==> src/rtl/pawg_pkg.sv <==
// Shared constants, codes and the quarter-wave sine table of the waveform generator.
package pawg_pkg;

  // Command codes
  localparam logic [1:0] CMD_NEXT    = 2'd0;
  localparam logic [1:0] CMD_PEEK    = 2'd1;
  localparam logic [1:0] CMD_RESTART = 2'd2;

  // Wave type codes
  localparam logic [1:0] WAVE_SINE    = 2'd0;
  localparam logic [1:0] WAVE_SQUARE  = 2'd1;
  localparam logic [1:0] WAVE_SAW     = 2'd2;
  localparam logic [1:0] WAVE_PATTERN = 2'd3;

  // Configuration register indexes
  localparam logic [2:0] REG_WAVE_TYPE     = 3'd0;
  localparam logic [2:0] REG_PHASE_STEP    = 3'd1;
  localparam logic [2:0] REG_REPEAT_MODE   = 3'd2;
  localparam logic [2:0] REG_INVERT_OUTPUT = 3'd3;
  localparam logic [2:0] REG_STEP_PATTERN  = 3'd4;
  localparam logic [2:0] REG_WAVE_SCALE    = 3'd5;
  localparam logic [2:0] REG_WAVE_OFFSET   = 3'd6;

  // Reset value of the phase step register
  localparam logic [15:0] PHASE_STEP_RESET = 16'd1024;

  // Phase constants
  localparam logic [15:0] PHASE_END       = 16'hFFFF;
  localparam logic [15:0] PHASE_START_SIN = 16'hC000;
  localparam logic [15:0] PHASE_START_LIN = 16'h0000;
  localparam logic [13:0] QUARTER_MAX     = 14'h3FFF;

  // Wave shape constants
  localparam int SINE_TABLE_DEPTH = 64;
  localparam int SINE_ENTRIES     = 64;
  localparam int PATTERN_STEPS    = 16;
  localparam int PATTERN_BITS     = 16;

  // Serial step counts: one offset bit, then one multiplier bit per cycle
  localparam int PEEK_STEPS = 16;
  localparam int MUL_STEPS  = 18;

  // Quarter-wave sine magnitude in Q15
  function automatic logic [14:0] quarter_sine(input logic [5:0] idx);
    logic [14:0] m;
    case (idx)
      6'd0:  m = 15'd0;     6'd1:  m = 15'd804;   6'd2:  m = 15'd1608;  6'd3:  m = 15'd2410;
      6'd4:  m = 15'd3212;  6'd5:  m = 15'd4011;  6'd6:  m = 15'd4808;  6'd7:  m = 15'd5602;
      6'd8:  m = 15'd6393;  6'd9:  m = 15'd7179;  6'd10: m = 15'd7962;  6'd11: m = 15'd8739;
      6'd12: m = 15'd9512;  6'd13: m = 15'd10278; 6'd14: m = 15'd11039; 6'd15: m = 15'd11793;
      6'd16: m = 15'd12539; 6'd17: m = 15'd13279; 6'd18: m = 15'd14010; 6'd19: m = 15'd14732;
      6'd20: m = 15'd15446; 6'd21: m = 15'd16151; 6'd22: m = 15'd16846; 6'd23: m = 15'd17530;
      6'd24: m = 15'd18204; 6'd25: m = 15'd18868; 6'd26: m = 15'd19519; 6'd27: m = 15'd20159;
      6'd28: m = 15'd20787; 6'd29: m = 15'd21403; 6'd30: m = 15'd22005; 6'd31: m = 15'd22594;
      6'd32: m = 15'd23170; 6'd33: m = 15'd23731; 6'd34: m = 15'd24279; 6'd35: m = 15'd24811;
      6'd36: m = 15'd25329; 6'd37: m = 15'd25832; 6'd38: m = 15'd26319; 6'd39: m = 15'd26790;
      6'd40: m = 15'd27245; 6'd41: m = 15'd27683; 6'd42: m = 15'd28105; 6'd43: m = 15'd28510;
      6'd44: m = 15'd28898; 6'd45: m = 15'd29268; 6'd46: m = 15'd29621; 6'd47: m = 15'd29956;
      6'd48: m = 15'd30273; 6'd49: m = 15'd30571; 6'd50: m = 15'd30852; 6'd51: m = 15'd31113;
      6'd52: m = 15'd31356; 6'd53: m = 15'd31580; 6'd54: m = 15'd31785; 6'd55: m = 15'd31971;
      6'd56: m = 15'd32137; 6'd57: m = 15'd32285; 6'd58: m = 15'd32412; 6'd59: m = 15'd32521;
      6'd60: m = 15'd32609; 6'd61: m = 15'd32678; 6'd62: m = 15'd32728; 6'd63: m = 15'd32757;
      default: m = 15'd0;
    endcase
    return m;
  endfunction

endpackage

==> src/rtl/phase_accumulator_waveform_generator.sv <==
// Phase-accumulator waveform generator with serial peek-ahead and serial scaling multiply.
//
// Each accepted transaction (next, peek or restart) yields exactly one sample. Next and
// restart go from acceptance to a registered result through S_WAVE, which forms the
// wave value from the phase, S_MUL, a shift-add multiply that consumes one bit of
// the widened wave value per cycle against wave_scale, and S_DONE, which adds wave_offset
// once the output register is free. Peek first runs S_PEEK, one bit of peek_offset per
// cycle, to form the look-ahead phase. One transaction is worked on at a time; a new one is
// accepted while the previous sample still waits in the output register.
module phase_accumulator_waveform_generator #(
  parameter int SINE_TABLE_DEPTH = pawg_pkg::SINE_TABLE_DEPTH,
  parameter int PATTERN_STEPS    = pawg_pkg::PATTERN_STEPS
) (
  input  logic               clk,
  input  logic               rst,
  // configuration write channel
  input  logic               cfg_valid,
  output logic               cfg_ready,
  input  logic [2:0]         cfg_index,
  input  logic [31:0]        cfg_data,
  // command channel
  input  logic               in_valid,
  output logic               in_ready,
  input  logic [1:0]         cmd,
  input  logic [15:0]        peek_offset,
  // sample channel
  output logic               out_valid,
  input  logic               out_ready,
  output logic signed [31:0] sample_value,
  output logic               wave_status
);

  localparam logic [2:0] S_IDLE = 3'd0;
  localparam logic [2:0] S_PEEK = 3'd1;
  localparam logic [2:0] S_WAVE = 3'd2;
  localparam logic [2:0] S_MUL  = 3'd3;
  localparam logic [2:0] S_DONE = 3'd4;

  localparam int CNT_W = $clog2(pawg_pkg::MUL_STEPS);
  localparam int SIN_W = $clog2(SINE_TABLE_DEPTH + 1);
  localparam int PAT_W = $clog2(PATTERN_STEPS + 1);

  // configuration registers
  logic [1:0]         wave_type;
  logic [15:0]        phase_step;
  logic               repeat_mode;
  logic               invert_output;
  logic [15:0]        step_pattern;
  logic [30:0]        wave_scale;
  logic signed [31:0] wave_offset;

  // working registers
  logic [2:0]         state;
  logic [15:0]        phase_accum;
  logic [15:0]        eval_phase;
  logic [CNT_W-1:0]   cnt;
  logic [15:0]        off_sr;
  logic [15:0]        peek_acc;
  logic               peek_ovf;
  logic [17:0]        mul_sr;
  logic signed [32:0] hacc;
  logic [1:0]         low2;

  // next values
  logic [15:0]        phase_adv_next;
  logic [17:0]        peek_sum;
  logic [15:0]        peek_acc_next;
  logic               peek_ovf_next;
  logic [16:0]        fut_sum;
  logic [15:0]        fut_phase_next;
  logic signed [15:0] wave_val;
  logic signed [17:0] mul_w_next;
  logic signed [32:0] addend;
  logic signed [32:0] mul_sum;
  logic [31:0]        mid_word;
  logic               is_end;

  // wave shape helpers
  logic [1:0]                quad;
  logic [13:0]               qa;
  logic [14+SIN_W-1:0]       sin_prod;
  logic [SIN_W-1:0]          sin_idx_w;
  logic [5:0]                sin_idx;
  logic signed [15:0]        sin_mag;
  logic [16+PAT_W-1:0]       pat_prod;
  logic [PAT_W-1:0]          pat_step;
  logic [PAT_W-1:0]          pat_bit;
  logic                      pat_on;
  logic [16:0]               adv_sum;

  assign cfg_ready = 1'b1;
  assign in_ready  = (state == S_IDLE);
  assign is_end    = (phase_accum == pawg_pkg::PHASE_END) && !repeat_mode;

  // Advance the phase by one step, wrapping or saturating
  always_comb begin
    adv_sum = {1'b0, phase_accum} + {1'b0, phase_step};
    if (repeat_mode || !adv_sum[16]) begin
      phase_adv_next = adv_sum[15:0];
    end else begin
      phase_adv_next = pawg_pkg::PHASE_END;
    end
  end

  // Peek: double the partial product and add the step on a set offset bit, MSB first
  always_comb begin
    peek_sum       = {1'b0, peek_acc, 1'b0} + (off_sr[15] ? {2'b00, phase_step} : 18'd0);
    peek_acc_next  = peek_sum[15:0];
    peek_ovf_next  = peek_ovf | (peek_sum[17:16] != 2'b00);
    fut_sum        = {1'b0, peek_acc_next} + {1'b0, phase_accum};
    if (repeat_mode || !(peek_ovf_next || fut_sum[16])) begin
      fut_phase_next = fut_sum[15:0];
    end else begin
      fut_phase_next = pawg_pkg::PHASE_END;
    end
  end

  // Form the Q15 wave value at the evaluated phase
  always_comb begin
    quad = eval_phase[15:14];
    qa   = quad[0] ? (pawg_pkg::QUARTER_MAX - eval_phase[13:0]) : eval_phase[13:0];
    sin_prod  = {{SIN_W{1'b0}}, qa} * (14+SIN_W)'(SINE_TABLE_DEPTH);
    sin_idx_w = sin_prod[14+SIN_W-1:14];
    if (32'(sin_idx_w) > 32'(pawg_pkg::SINE_ENTRIES - 1)) begin
      sin_idx = 6'(pawg_pkg::SINE_ENTRIES - 1);
    end else begin
      sin_idx = 6'(sin_idx_w);
    end
    sin_mag = signed'({1'b0, pawg_pkg::quarter_sine(sin_idx)});

    pat_prod = {{PAT_W{1'b0}}, eval_phase} * (16+PAT_W)'(PATTERN_STEPS);
    pat_step = pat_prod[16+PAT_W-1:16];
    pat_bit  = PAT_W'(PATTERN_STEPS - 1) - pat_step;
    pat_on   = (32'(pat_bit) < 32'(pawg_pkg::PATTERN_BITS)) &&
               step_pattern[pat_bit[3:0]];

    case (wave_type)
      pawg_pkg::WAVE_SINE:    wave_val = quad[1] ? -sin_mag : sin_mag;
      pawg_pkg::WAVE_SQUARE:  wave_val = eval_phase[15] ? 16'sd32767 : -16'sd32768;
      pawg_pkg::WAVE_SAW:     wave_val = signed'({~eval_phase[15], eval_phase[14:0]});
      default:                wave_val = pat_on ? 16'sd32767 : -16'sd32768;
    endcase

    // widen to signed Q1.16 (18 bits) and optionally negate
    if (invert_output) begin
      mul_w_next = -{{1{wave_val[15]}}, wave_val, 1'b0};
    end else begin
      mul_w_next = {{1{wave_val[15]}}, wave_val, 1'b0};
    end
  end

  // Multiply step: add +/- scale on the current bit, the sign bit weighs negative
  always_comb begin
    if (!mul_sr[0]) begin
      addend = 33'sd0;
    end else if (cnt == CNT_W'(pawg_pkg::MUL_STEPS - 1)) begin
      addend = -signed'({2'b00, wave_scale});
    end else begin
      addend = signed'({2'b00, wave_scale});
    end
    mul_sum  = hacc + addend;
    mid_word = {hacc[29:0], low2};
  end

  always_ff @(posedge clk) begin
    if (rst) begin
      state         <= S_IDLE;
      out_valid     <= 1'b0;
      phase_accum   <= 16'd0;
      wave_type     <= pawg_pkg::WAVE_SINE;
      phase_step    <= pawg_pkg::PHASE_STEP_RESET;
      repeat_mode   <= 1'b1;
      invert_output <= 1'b0;
      step_pattern  <= 16'd0;
      wave_scale    <= 31'd0;
      wave_offset   <= 32'sd0;
    end else begin
      // take configuration writes
      if (cfg_valid) begin
        unique case (cfg_index)
          pawg_pkg::REG_WAVE_TYPE:     wave_type     <= cfg_data[1:0];
          pawg_pkg::REG_PHASE_STEP:    phase_step    <= cfg_data[15:0];
          pawg_pkg::REG_REPEAT_MODE:   repeat_mode   <= cfg_data[0];
          pawg_pkg::REG_INVERT_OUTPUT: invert_output <= cfg_data[0];
          pawg_pkg::REG_STEP_PATTERN:  step_pattern  <= cfg_data[15:0];
          pawg_pkg::REG_WAVE_SCALE:    wave_scale    <= cfg_data[30:0];
          pawg_pkg::REG_WAVE_OFFSET:   wave_offset   <= signed'(cfg_data);
          default: ;
        endcase
      end

      // drop a delivered sample unless a new one is loaded in its place
      if (out_valid && out_ready && (state != S_DONE)) begin
        out_valid <= 1'b0;
      end

      unique case (state)
        S_IDLE: begin
          if (in_valid) begin
            unique case (cmd)
              pawg_pkg::CMD_NEXT: begin
                eval_phase <= phase_accum;
                if (!is_end) begin
                  phase_accum <= phase_adv_next;
                end
                state <= S_WAVE;
              end
              pawg_pkg::CMD_RESTART: begin
                if (wave_type == pawg_pkg::WAVE_SINE || wave_type == pawg_pkg::WAVE_SQUARE) begin
                  phase_accum <= pawg_pkg::PHASE_START_SIN;
                  eval_phase  <= pawg_pkg::PHASE_START_SIN;
                end else begin
                  phase_accum <= pawg_pkg::PHASE_START_LIN;
                  eval_phase  <= pawg_pkg::PHASE_START_LIN;
                end
                state <= S_WAVE;
              end
              default: begin
                // peek, and the unused code as peek with no offset
                off_sr   <= (cmd == pawg_pkg::CMD_PEEK) ? peek_offset : 16'd0;
                peek_acc <= 16'd0;
                peek_ovf <= 1'b0;
                cnt      <= '0;
                state    <= S_PEEK;
              end
            endcase
          end
        end
        S_PEEK: begin
          peek_acc <= peek_acc_next;
          peek_ovf <= peek_ovf_next;
          off_sr   <= {off_sr[14:0], 1'b0};
          cnt      <= cnt + 1'b1;
          if (cnt == CNT_W'(pawg_pkg::PEEK_STEPS - 1)) begin
            eval_phase <= fut_phase_next;
            state      <= S_WAVE;
          end
        end
        S_WAVE: begin
          mul_sr <= mul_w_next;
          hacc   <= 33'sd0;
          low2   <= 2'b00;
          cnt    <= '0;
          state  <= S_MUL;
        end
        S_MUL: begin
          hacc   <= mul_sum >>> 1;
          low2   <= {mul_sum[0], low2[1]};
          mul_sr <= {1'b0, mul_sr[17:1]};
          cnt    <= cnt + 1'b1;
          if (cnt == CNT_W'(pawg_pkg::MUL_STEPS - 1)) begin
            state <= S_DONE;
          end
        end
        S_DONE: begin
          // hold until the output register is free
          if (!out_valid || out_ready) begin
            sample_value <= signed'(mid_word + $unsigned(wave_offset));
            wave_status  <= (eval_phase == pawg_pkg::PHASE_END) && !repeat_mode;
            out_valid    <= 1'b1;
            state        <= S_IDLE;
          end
        end
        default: state <= S_IDLE;
      endcase
    end
  end

endmodule
==> config.mk <==
export PLATFORM = sky130hd
export DESIGN_NAME = phase_accumulator_waveform_generator
export DESIGN_NICKNAME = d
export VERILOG_FILES = /design/src/rtl/pawg_pkg.sv /design/src/rtl/phase_accumulator_waveform_generator.sv
export SDC_FILE = /design/constraint.sdc
export NUM_CORES = 1
export LEC_CHECK = 0
export ABC_AREA = 1
export BUFFER_PORTS_ARGS = -buffer_cell sky130_fd_sc_hd__buf_2
export CAP_MARGIN = 20
export CORE_ASPECT_RATIO = 0.7
export CORE_MARGIN = 1.5
export CORE_UTILIZATION = 50
export CTS_CLUSTER_DIAMETER = 150
export DETAILED_ROUTE_END_ITERATION = 10
export PLACE_DENSITY = 0.69
export SYNTH_ARGS = -nofsm -noshare
export SYNTH_HDL_FRONTEND = slang
export SYNTH_SLANG_ARGS = --single-unit
==> constraint.sdc <==
create_clock -name clk -period 5.8 [get_ports clk]
set_clock_uncertainty 0.2 [all_clocks]
set_input_delay 0.87 -clock clk [delete_from_list [all_inputs] [get_ports clk]]
set_output_delay 0.87 -clock clk [all_outputs]
set_load 0.02 [all_outputs]
* Yosys cells after proc, flatten, opt, wreduce, memory -nomap -nowiden *
Memories as Yosys holds them, arrays and structs flattened.
Index checks and enable logic that the tools add are counted.

word-level totals
  flip-flop bits (word level) = 259
  bits in latches = 0
  RAM bits = 0
  ROM bits = 960
  input port bits = 58
  output and inout bits = 36
  word-level logic and storage cells = 149
  memories kept = 1

operators by class
  add/sub/neg operators = 11
  $mul = 0
  div/mod/pow operators = 0
  order comparisons = 3
  eq/ne operators = 26
  shift operators = 0
  muxes and demuxes = 46
  bitwise operators = 3
  reductions and logical operators = 39

memories
  name             words  bits a word  read ports  clocked after Yosys merged registers in  wr ports  RTL line        source
  (no name shown)  64     15           1           0                                        0         pawg_pkg.sv:46  case (idx)

operators with widths
  kind                    count
  $mux 16                 15
  $pmux 16 s2             5
  $mux 33                 2
  $pmux 33 s2             1
  $pmux 16 s3             1
  $pmux 18 s2             1
  $add 16x16->17          2
  $add 33x33->33          1
  $neg 31->33             1
  $add 32x32->32          1
  $eq 16x16->1 const B    2
  $add 17x16->18          1
  $mux 18                 1
  $neg 18->18             1
  $neg 15->16             1
  $reduce_and 2->1        8
  $reduce_and 4->1        4
  $pmux 3 s5              1
  $pmux 5 s3              1
  $mux 14                 1
  $sub 14x14->14 const A  1
  $eq 3x2->1 const B      4
  $eq 3x3->1 const B      4
  $mux 3                  4
  32 further kinds        64

* Longest topological paths before layout *
An unclocked memory read counts as a cell.

  depth in word-level cells = 11
  mapped depth = 30
  depth with buffers taken out = 29

* Least setup slack after synthesis *
Ideal clock, no wire load.

  path kind = input port to flip-flop
  start point = input rst
  end point = register hacc[0], enable pin
  library setup time = 526 ps
  arrival time = 4830 ps
  data required time = 5074 ps
  path slack = 245 ps
  stages = 3
  path buffers = 2
  cells stage by stage = clkbuf_1 > clkbuf_1 > nor3_1

on the way
  longest elaborated chain between the ends = 2

ends and longest elaborated chain
  element                     RTL line                                     source
  start, declared             phase_accumulator_waveform_generator.sv:15   input logic rst,
  $not 1->1 (no line)         --
  $reduce_and 2->1 (no line)  --
  end signal, assigned        phase_accumulator_waveform_generator.sv:247  hacc <= mul_sum >>> 1;
  end, declared               phase_accumulator_waveform_generator.sv:61   logic signed [32:0] hacc;

Every way passes these cells.
A chain may end at the register's enable or synchronous reset.

* Worst setup path after layout *
  start point = register off_sr[15]
  end point = register eval_phase[1], data pin

on the way
  elaborated cells between the ends (all ways) = 11
  those cells by class = 2 x add/sub; 4 x mux; 1 x bitwise; 4 x reduce/logical

RTL lines
  element                 RTL line                                     source
  start, declared         phase_accumulator_waveform_generator.sv:57   logic [15:0] off_sr;
  start signal, assigned  phase_accumulator_waveform_generator.sv:220  off_sr <= (cmd == pawg_pkg::CMD_PEEK) ? peek_offset : 16'd0;
  start signal, assigned  phase_accumulator_waveform_generator.sv:232  off_sr <= {off_sr[14:0], 1'b0};
  $mux 16                 phase_accumulator_waveform_generator.sv:107  peek_sum = {1'b0, peek_acc, 1'b0} + (off_sr[15] ? {2'b00, phase_step} : 18'd0);
  $add 17x16->18          phase_accumulator_waveform_generator.sv:107
  named net peek_sum[7]   phase_accumulator_waveform_generator.sv:66   logic [17:0] peek_sum;
  $add 16x16->17          phase_accumulator_waveform_generator.sv:110  fut_sum = {1'b0, peek_acc_next} + {1'b0, phase_accum};
  $logic_or 1x1->1        phase_accumulator_waveform_generator.sv:111  if (repeat_mode || !(peek_ovf_next || fut_sum[16])) begin
  $logic_not 1->1         phase_accumulator_waveform_generator.sv:111
  $logic_or 1x1->1        phase_accumulator_waveform_generator.sv:111
  $mux 16                 phase_accumulator_waveform_generator.sv:111
  $mux 16                 phase_accumulator_waveform_generator.sv:234  if (cnt == CNT_W'(pawg_pkg::PEEK_STEPS - 1)) begin
  $pmux 16 s2             phase_accumulator_waveform_generator.sv:197  unique case (state)
  end signal, assigned    phase_accumulator_waveform_generator.sv:202  eval_phase <= phase_accum;
  end signal, assigned    phase_accumulator_waveform_generator.sv:211  eval_phase <= pawg_pkg::PHASE_START_SIN;
  end signal, assigned    phase_accumulator_waveform_generator.sv:235  eval_phase <= fut_phase_next;
  end, declared           phase_accumulator_waveform_generator.sv:55   logic [15:0] eval_phase;

The timed path passes the listed nets, and every way through them passes these cells. The select of a mux whose other input is x is not followed.

==> impl_metrics.json <==
{
  "status": "complete, no violations",
  "num-nets-final": 2808,
  "worst_slew_pin_slew_ps": 1035,
  "ctsHoldBuffers": 0,
  "power_leakage_nw": 9.392,
  "die_h_um": 163.8,
  "dp_hpwl_um": 38970,
  "syn_inst": 2554,
  "netSwitchingFraction": 0.4226,
  "die-area_um2": 38130,
  "final_max_slew_viol_count": 0,
  "p_switching_mw": 3.095,
  "hp-start": "wave_offset[30]$_SDFFE_PP0P_",
  "rsz0062_at_grt": "no",
  "powerDensity_nw_per_um2": 361.5,
  "drt-initial-drc-count": 1762,
  "hold_violations": 0,
  "fin_util": 0.5606,
  "cts_sinks": 258,
  "r2r-start": "off_sr[15]$_DFFE_PP_",
  "crit_slowest_cell": "edfxtp_1",
  "synth_cell_types": 58,
  "start_util": 0.5113,
  "finalCritPeriodShare": 0.9006,
  "postCtsSetupBuffers": 0,
  "fin_setup_tns_ps": 0,
  "worstSkewPairLatency_ps": 580,
  "synth_fp_nets": 2746,
  "reg2reg_to": "eval_phase[1]$_DFFE_PP_",
  "htree_levels": 1,
  "coreArea_um2": 36140,
  "grt_max_degree": 70,
  "internal_power_mw": 4.229,
  "first_pass_iters": 6,
  "die_w_um": 232.8,
  "setup.worst_path.end": "eval_phase[1]$_DFFE_PP_",
  "cts_resized": 0,
  "place.gp.congestion": 0.9486,
  "crit_path_start": "off_sr[15]$_DFFE_PP_",
  "crit_path_end_kind": "flop",
  "grt_pass1_wl_um": 83180,
  "clock_power_share": 0.244,
  "rr_worst_depth": 25,
  "synth.avg_cell_area_um2": 7.234,
  "async_reset_ff_frac": 0,
  "setup_viol": 0,
  "pwr-share-seq": 0.329,
  "syn_area_um2": 18480,
  "combPwrFrac": 0.427,
  "ant_nets": 0,
  "ff2ff_setup_slack_ps": 580,
  "drive_gt1_frac": 0.08798,
  "max_freq_mhz": 191.4,
  "cts_tree": "yes",
  "n_fill_cell": 3433,
  "cap_violations": 0,
  "vias": 17480,
  "io_buffers": 92,
  "area_growth_pct": 9.657,
  "crit_top_cell": "nand2_1",
  "synth_edf_count": 139,
  "clock_tree.root_cell": "clkbuf_16",
  "post_drt_via_cell_ratio": 5.605,
  "fin_crit_ps": 5224,
  "clockBufferDepth": 3,
  "wl_per_cell_um": 16.69,
  "crit_type": "flop to flop",
  "rows": 58,
  "synth_ff_type": "edfxtp_1",
  "maxSlewHeadroom": 0.3072,
  "grt_overflow_total": 0,
  "drc_errors": 0,
  "grt_pass1_vias": 15600,
  "path_clk_slew_ps": 70,
  "io_pins": 94,
  "crit_fanout": 15,
  "ys_seq_elements": 258,
  "track_usage": 0.2704,
  "required_ps": 5900,
  "crit_path_max_incr_delay_ps": 540,
  "ys_seq_area_frac": 0.3548,
  "wl_um": 52030,
  "hold_path_class": "flop to flop",
  "numCtsBuffers": 27,
  "yosys_warnings": 0,
  "peakVddDrop_uv": 368.8,
  "critPathArrivalTime_ps": 5320,
  "antenna_found_initial": 1,
  "crit_family": "compound AO/OA/AOI/OAI gates",
  "cp_num_buf_inv": 3,
  "crit_cells": 25,
  "worstSetupStartpointType": "flop"
}
## flip-flops by register name (all words and copies together), names as in the netlist
register,flops
wave_type,2
wave_scale,31
peek_ovf,1
low2,2
sample_value,32
invert_output,1
step_pattern,16
mul_sr,18
wave_offset,32
phase_accum,16
state,3
repeat_mode,1
wave_status,1
peek_acc,16
off_sr,16
hacc,32
eval_phase,16
cnt,5
out_valid,1
phase_step,16
## routing by layer
layer | wire (µm) | track usage
met1 | 25660 | 0.4232
met2 | 21080 | 0.3950
met3 | 4551 | 0.03993
met4 | 736 | 0.04194
met5 | 0 | 0
## final cells by class
cell class,instances,area [µm²],share of cell area
timing repair buffer,113,649.4,0.03205
clock inverter,14,116.4,0.005743
antenna,1,2.502,0.0001235
inverter,278,1046,0.05163
multi-input combinational,1938,10510,0.5187
sequential,258,6556,0.3236
clock buffer,36,780.7,0.03854
tap,480,600.6,0.02964
## cells in the final DEF, fill, tap and decap left out, types with 4 or more instances in the layout
cell type / netlist / layout
nor2_2: 7 / 9
ha_1: 129 / 129
o21ai_0: 251 / 251
o211ai_1: 6 / 6
xnor2_1: 16 / 16
fa_1: 5 / 5
buf_4: 3 / 18
o31ai_1: 5 / 5
buf_2: 8 / 92
a21oi_1: 248 / 248
clkinv_2: 0 / 5
inv_2: 4 / 5
dfxtp_1: 119 / 119
nor4_1: 10 / 9
nor2_1: 345 / 343
clkinv_1: 8 / 10
nand3_1: 130 / 130
inv_1: 265 / 265
o21ai_1: 6 / 6
clkbuf_8: 0 / 5
a31oi_1: 17 / 17
nand2_2: 25 / 25
nand4_1: 24 / 24
nor3_1: 43 / 41
nand3b_1: 4 / 4
clkbuf_16: 0 / 28
edfxtp_1: 139 / 139
nand3_2: 9 / 9
nand2_1: 499 / 499
xor2_1: 57 / 57
o21a_1: 26 / 26
nor2_4: 4 / 4
a21boi_0: 11 / 11
and3_1: 5 / 5
o221ai_1: 4 / 4
o21bai_1: 12 / 12
nand2_4: 9 / 9
## metrics by stage
step	total power [mW]	instance area (µm²)	std cells	setup slack, ps	hold WS (ps)
final	7.324	20260	3118	576.5	294.2
after global routing	7.825	20260	3118	46.07	318.1
after detailed placement	5.508	19330	3064	640.4	281.2
after global placement	5.461	19290	3062	671.6	272.0
after CTS	7.289	20230	3114	586.8	293.2
after floorplan	4.794	18480	2554	244.6	254.2
## tightest hold or removal path: stages (launching register included)
cell and delay (ps):
dfxtp_1 330, nor2_1 50, nor2_1 80
## how the worst min path moves through the flow
stage	end	slack [ps]	cells past startpoint
6_report	wave_offset[30]$_SDFFE_PP0P_	290	2
5_1_grt	wave_offset[29]$_SDFFE_PP0P_	320	2
2_1_floorplan	wave_scale[30]$_SDFFE_PP0P_	250	2
3_5_place_dp	wave_offset[7]$_SDFFE_PP0P_	280	2
4_1_cts	wave_scale[30]$_SDFFE_PP0P_	290	2
3_3_place_gp	wave_scale[30]$_SDFFE_PP0P_	270	2
## Yosys cell counts, types with 4 or more instances
master    count  area, µm²
and3_1        5      31.28
nand2_2      25      156.4
o211ai_1      6      45.04
nand3b_1      4      30.03
buf_6        10      112.6
o21bai_1     12      90.09
fa_1          5      100.1
o21ai_0     251       1256
a21oi_1     248       1241
nor4_1       10      62.56
xor2_1       57      499.2
nor2_4        4      45.04
nand3_2       9      90.09
nand3_1     130      650.6
nand2_4       9      101.4
a21boi_0     11      82.58
o21ai_1       6      30.03
o221ai_1      4      35.03
clkbuf_1     57      214.0
ha_1        129       1614
nand2_1     499       1873
o31ai_1       5      37.54
nor2_1      345       1295
edfxtp_1    139       4174
a31oi_1      17      106.4
a211oi_1      4      30.03
inv_1       265      994.7
xnor2_1      16      140.1
nand4_1      24      150.1
clkinv_1      8      30.03
nor3_1       43      215.2
buf_2         8      40.04
nor2_2        7      43.79
inv_2         4      15.01
dfxtp_1     119       2382
o21a_1       26      195.2
## power by group through the flow
stage / logic [mW] / registers [mW] / clock network [mW]
2_1_floorplan: 2.40 / 2.39 / 0
3_3_place_gp: 3.02 / 2.44 / 0
3_5_place_dp: 3.07 / 2.44 / 0
4_1_cts: 3.08 / 2.41 / 1.80
5_1_grt: 3.53 / 2.43 / 1.87
6_report: 3.13 / 2.41 / 1.79
## cells by family after synthesis
logic type | after synthesis | synth area share
xor gates and xnor gates | 73 | 0.03460
buffers and inverters | 358 | 0.07808
DFF | 258 | 0.3548
other | 1 | 0.0002030
adders and majority gates | 134 | 0.09277
and+or+nand+nor | 1125 | 0.2621
AOI/OAI and AO/OA | 605 | 0.1774
Note: power is estimated with default switching activity, not from simulation.
